### config.mk
export PLATFORM = sky130hd
export DESIGN_NAME = pua_div
export DESIGN_NICKNAME = d
export VERILOG_FILES = /design/src/rtl/core/pua_div.sv
export SDC_FILE = /design/constraint.sdc
export NUM_CORES = 1
export LEC_CHECK = 0
export BUFFER_PORTS_ARGS = -buffer_cell sky130_fd_sc_hd__buf_2
export CAP_MARGIN = 0
export CELL_PAD_IN_SITES_DETAIL_PLACEMENT = 0
export CELL_PAD_IN_SITES_GLOBAL_PLACEMENT = 1
export CORE_MARGIN = 3
export CORE_UTILIZATION = 54
export CTS_CLUSTER_DIAMETER = 50
export DETAILED_ROUTE_END_ITERATION = 10
export GPL_ROUTABILITY_DRIVEN = 0
export PLACE_DENSITY = 0.79
export REMOVE_ABC_BUFFERS = 1
export SYNTH_ARGS = -nofsm -noshare
export SYNTH_HDL_FRONTEND = slang
export SYNTH_SLANG_ARGS = --single-unit
### constraint.sdc
create_clock -name clk -period 2.65 [get_ports clk]
set_clock_uncertainty 0.1 [all_clocks]
set_input_delay 0.1325 -clock clk [delete_from_list [all_inputs] [get_ports clk]]
set_output_delay 0.1325 -clock clk [all_outputs]
set_load 0.01 [all_outputs]
### src/rtl/core/pua_div.sv
// Pipelined restoring divider, one quotient bit per stage, with sideband.
module pua_div #(
    parameter int NUM_W  = 24,
    parameter int DEN_W  = 8,
    parameter int SIDE_W = 1
) (
    input  logic              clk,
    input  logic              rst_n,
    input  logic              en,
    input  logic              in_valid,
    input  logic [NUM_W-1:0]  in_num,
    input  logic [SIDE_W-1:0] in_side,
    input  logic [DEN_W-1:0]  den,
    output logic              out_valid,
    output logic [NUM_W-1:0]  out_quo,
    output logic [SIDE_W-1:0] out_side
);

    logic              v_reg    [NUM_W];
    logic [DEN_W-1:0]  rem_reg  [NUM_W];
    logic [NUM_W-1:0]  nq_reg   [NUM_W];
    logic [SIDE_W-1:0] side_reg [NUM_W];

    for (genvar i = 0; i < NUM_W; i++) begin : g_stage
        logic              v_prev;
        logic [DEN_W-1:0]  rem_prev;
        logic [NUM_W-1:0]  nq_prev;
        logic [SIDE_W-1:0] side_prev;
        logic [DEN_W:0]    trial;
        logic              ge;
        logic [DEN_W-1:0]  rem_next;
        logic [NUM_W-1:0]  nq_next;

        if (i == 0) begin : g_first
            assign v_prev    = in_valid;
            assign rem_prev  = '0;
            assign nq_prev   = in_num;
            assign side_prev = in_side;
        end
        else begin : g_rest
            assign v_prev    = v_reg[i-1];
            assign rem_prev  = rem_reg[i-1];
            assign nq_prev   = nq_reg[i-1];
            assign side_prev = side_reg[i-1];
        end

        assign trial    = {rem_prev, nq_prev[NUM_W-1]};
        assign ge       = trial >= {1'b0, den};
        assign rem_next = ge ? DEN_W'(trial - {1'b0, den}) : trial[DEN_W-1:0];
        assign nq_next  = {nq_prev[NUM_W-2:0], ge};

        always_ff @(posedge clk or negedge rst_n)
        begin
            if (!rst_n)
            begin
                v_reg[i] <= 1'b0;
            end
            else if (en)
            begin
                v_reg[i] <= v_prev;
            end
        end

        always_ff @(posedge clk)
        begin
            if (en)
            begin
                rem_reg[i]  <= rem_next;
                nq_reg[i]   <= nq_next;
                side_reg[i] <= side_prev;
            end
        end
    end

    assign out_valid = v_reg[NUM_W-1];
    assign out_quo   = nq_reg[NUM_W-1];
    assign out_side  = side_reg[NUM_W-1];

endmodule

* Word level (Yosys, flattened, before mapping) *
Memories as Yosys holds them, arrays and structs flattened.
Cells that the tools add are included.

operators by class
  shift-type cells = 0
  divide/modulo/power cells = 0
  bitwise logic cells = 0
  equal/unequal tests = 0
  multiply operators = 0
  order comparisons = 24
  add/sub/neg operators = 24
  reduce and logical (&&, ||, !) cells = 0
  multiplexer cells = 26

operator list
  operator       number
  $ge A9 B8 Y1   23
  $mux W8        24
  $sub A8 B8 Y8  23
  $ge A1 B8 Y1   1
  $sub A1 B8 Y8  1
  $mux W1        2

word-level totals
  ROM bits = 0
  output and inout port bits = 26
  logic and storage cells = 101
  memories = 3
  bits in writable memories = 792
  bits in registers = 24
  input bits = 37
  bits in latches = 0

memory list
  memory    depth  width  read ports  clocked after memory_dff  wr ports  RTL line  source
  nq_reg    24     24     24          0                         24        21        logic [NUM_W-1:0] nq_reg [NUM_W];
  rem_reg   24     8      23          0                         24        20        logic [DEN_W-1:0] rem_reg [NUM_W];
  side_reg  24     1      24          0                         24        22        logic [SIDE_W-1:0] side_reg [NUM_W];

* Depth between registers and ports, before layout *
An unclocked memory read counts as a cell.

  depth after elaboration = 3
  mapped depth = 9
  mapped depth without buffers = 8

* Least setup slack after synthesis *
Ideal clock, no wire load.

  path type = input port to flip-flop
  start = in den[6]
  end = mem rem_reg[3][2] (data pin)
  library setup time = 0.260 ns
  buffers on the path = 0
  cell stages on the path = 7
  data required time = 2.290 ns
  arrival time = 2.101 ns
  setup slack = 0.190 ns
  cell sequence = inv_1 > ha_1 > a21oi_2 > o21ai_0 > a21boi_0 > a21boi_4 > mux2_2

RTL lines
  what                RTL line  source
  start: declaration  13        input logic [DEN_W-1:0] den,
  end: declaration    20

==> flow_metrics.env <==
export IMPL_drv_slew=0
export IMPL_p_leak_nw=14.9
export IMPL_ctsRootBufferMaster="clkbuf_16"
export IMPL_largest_reg_flops=576
export IMPL_yosysWarnings=0
export IMPL_gr_total_overflow=0
export IMPL_grt_max_degree=84
export IMPL_clk_path_buf_depth=3
export IMPL_r2r_slack_ns=0.13
export IMPL_avgSynthCellArea_um2=15.9
export IMPL_cp_end_kind="register"
export IMPL_multiInputGateArea_mm2=0.00984
export IMPL_synth_edf_count=784
export IMPL_fp_row_count=91
export IMPL_routed_wl_um=56500
export IMPL_dp_cells=3135
export IMPL_switching_power_mw=12.0
export IMPL_synth_commonest_cells="edfxtp_1, ha_1, o21ai_0"
export IMPL_clock_latency_ns=0.63
export IMPL_setup_viol=0
export IMPL_clkTransAtPathRegs_ns=0.06
export IMPL_max_slew_margin=0.287
export IMPL_yosysSeqAreaShare=0.701
export IMPL_holdPathStages=4
export IMPL_remaining_drc_errors=0
export IMPL_synth_distinct_cells=62
export IMPL_fin_crit_ns=2.54
export IMPL_slowest_stage="dlygate4sd3_1"
export IMPL_tightestPinTransition_ns=1.07
export IMPL_comb_power_share=0.279
export IMPL_post_cts_setup_buffer_count=0
export IMPL_ys_ff_latch=808
export IMPL_hp_start="den[0]"
export IMPL_core_area_mm2=0.0624
export IMPL_netlist_area_mm2=0.0344
export IMPL_antenna_found_initial=0
export IMPL_p_clk_frac=0.289
export IMPL_wl_per_cell_um=16.9
export IMPL_postRouteAntennaNets=0
export IMPL_cp_cell_sequence="dlygate4sd3_1 -> buf_2 -> inv_1 -> buf_12 -> ha_1 -> a21oi_2 -> o21ai_0 -> a21boi_0 -> a21boi_4 -> mux2_2"
export IMPL_stdcell_count=3337
export IMPL_cts_sinks=808
export IMPL_detail_route_vias_per_cell=5.47
export IMPL_required_ns=2.92
export IMPL_grt_use_total=0.172
export IMPL_whs_endpoint="rem_reg[4][0]$_DFFE_PP_"
export IMPL_register_area_mm2=0.0241
export IMPL_die_area_mm2=0.0669
export IMPL_die_w_um=259
export IMPL_final_fill_count=4484
export IMPL_port_buffers=62
export IMPL_dieHeight_um=259
export IMPL_synth_async_sr_flop_share=0.0297
export IMPL_rsz0062_at_grt="no"
export IMPL_p_seq_frac=0.432
export IMPL_synth_most_common_cell="edfxtp_1"
export IMPL_outcome="complete, no violations"
export IMPL_worst_r2r_path_depth=6
export IMPL_hp_class="in -> reg"
export IMPL_ir_drop_mv=0.598
export IMPL_cellInternalPower_mw=29.7
export IMPL_fin_util=0.642
export IMPL_worst_r2r_endpoint="rem_reg[19][7]$_DFFE_PP_"
export IMPL_synthCells=2163
export IMPL_fin_hold_ws_ns=0.0943
export IMPL_ys_flop_type="edfxtp_1"
export IMPL_powerDensity_mw_per_mm2=1040
export IMPL_antennaDiodeCount=0
export IMPL_arrival_ns=2.81
export IMPL_cts_tree="built"
export IMPL_drt_first_pass_iters=5
export IMPL_htreeDepth=3
export IMPL_final_nets=2674
export IMPL_cp_max_fo=17
export IMPL_dr_first_iter_drc_count=1015
export IMPL_numCtsBuffers=89
export IMPL_yosysTopAreaCell="edfxtp_1"
export IMPL_crit_path_start_kind="primary input"
export IMPL_swShare=0.288
export IMPL_cap_violations=0
export IMPL_cpPeakStageDelay_ns=0.54
export IMPL_hold_viol_final=0
export IMPL_post_route_period_util=0.958
export IMPL_hpwlAfterDp_um=36000
export IMPL_start_util=0.552
export IMPL_vias=18300
export IMPL_path_class="in -> reg"
export IMPL_crit_family="buffers and inverters"
export IMPL_syn_to_final_growth_pct=16.3
export IMPL_fmax_mhz=394
export IMPL_io_pins=63
export IMPL_drive_above_1_share=0.171
export IMPL_r2r_start="rem_reg[18][2]$_DFFE_PP_"
export IMPL_grt_pass1_vias=18400
export IMPL_grt_pass1_wl_um=92600
export IMPL_yosysTopAreaCellShare=0.684
export IMPL_cp_num_buf_inv=4
export IMPL_synthTopCellsByArea="edfxtp_1, ha_1, mux2_2"
[repair_timing]
item / CTS / global route
hold buffers: 40 / 0
resized for setup: 0 / 3
endpoints found under the setup margin: 0 / 14
hold endpoints to repair: 92 / 0
[power by group through the flow]
stage	combinational [mW]	sequential (mW)	clock, mW
floorplan	8.68	17.8	0
CTS	11.6	18.0	12.5
finish	11.6	18.0	12.1
global placement	11.0	18.2	0
detailed placement	11.5	18.3	0
global route	13.0	18.2	13.0
[cell type report]
type	count	share of cell area
clock inverters	59	0.0159
multi-input cells	1240	0.246
clock buffers	103	0.0569
flip-flops and latches	808	0.603
well taps	837	0.0262
repair buffers	195	0.0436
inverters	95	0.00890
[placed cells by master (no fill, tap or decap), types with 23 or more instances in the layout]
cell type,netlist,routed
edfxtp_1,784,784
a21o_1,34,34
dlygate4sd3_1,0,40
xor2_1,29,29
o21a_1,34,34
clkbuf_16,0,89
buf_4,8,67
nor2_1,64,64
a21oi_1,112,111
mux2_2,85,85
nand3_1,34,34
mux2i_1,30,30
nand2_1,109,109
a211oi_1,23,23
xnor2_1,39,39
ha_1,186,186
buf_2,1,61
buf_12,0,26
nor2b_1,35,35
nand2b_1,29,29
dfrtp_1,24,24
inv_1,95,95
o21ai_0,131,131
[metal layers]
layer | wire [um] | global-route usage | part of all wire
met5 | 0 | 0 | 0
met3 | 2690 | 0.0349 | 0.048
met2 | 26900 | 0.280 | 0.48
met1 | 25400 | 0.234 | 0.45
met4 | 1500 | 0.0573 | 0.027
[logic make-up after synthesis]
logic type | after synthesis | synth area share
flip-flops | 808 | 0.701
adder cells (fa/ha/maj) | 208 | 0.0804
AO/OA/AOI/OAI | 462 | 0.0916
XOR/XNOR | 68 | 0.0173
AND/OR/NAND/NOR | 379 | 0.0563
buffers and inverters | 115 | 0.0137
multiplexers | 123 | 0.0398
[worst max-delay path by stage]
stage | depth (start not counted) | startpoint | slack, ns | to
final | 10 | den[6] | 0.11 | rem_reg[9][2]$_DFFE_PP_
after global routing | 11 | den[6] | 0.03 | rem_reg[12][3]$_DFFE_PP_
after CTS | 11 | den[6] | 0.14 | rem_reg[12][3]$_DFFE_PP_
after floorplan | 7 | den[2] | -0.005 | rem_reg[22][2]$_DFFE_PP_
after detailed placement | 10 | den[6] | 0.04 | rem_reg[12][3]$_DFFE_PP_
after global placement | 9 | den[3] | 0.13 | rem_reg[19][7]$_DFFE_PP_
[stage by stage]
stage                     setup slack [ns]  area (um2)  setup TNS, ns  power [mW]
after floorplan                   -0.00542       34300        -0.0325        26.5
after global placement               0.127       36700              0        29.3
after detailed placement            0.0353       36700              0        29.7
after CTS                            0.142       40000              0        42.1
after global routing                0.0339       40000              0        44.2
final                                0.112       40000              0        41.7
[worst reg2reg max path, stage by stage (launching register included)]
cell and delay, ns:
edfxtp_1 0.45, ha_1 0.37, a21o_1 0.18, a21oi_1 0.21, o21ai_0 0.21, nor2b_1 0.18
nor4_1 0.53
No activity file was read; power rests on OpenSTA's default activity.
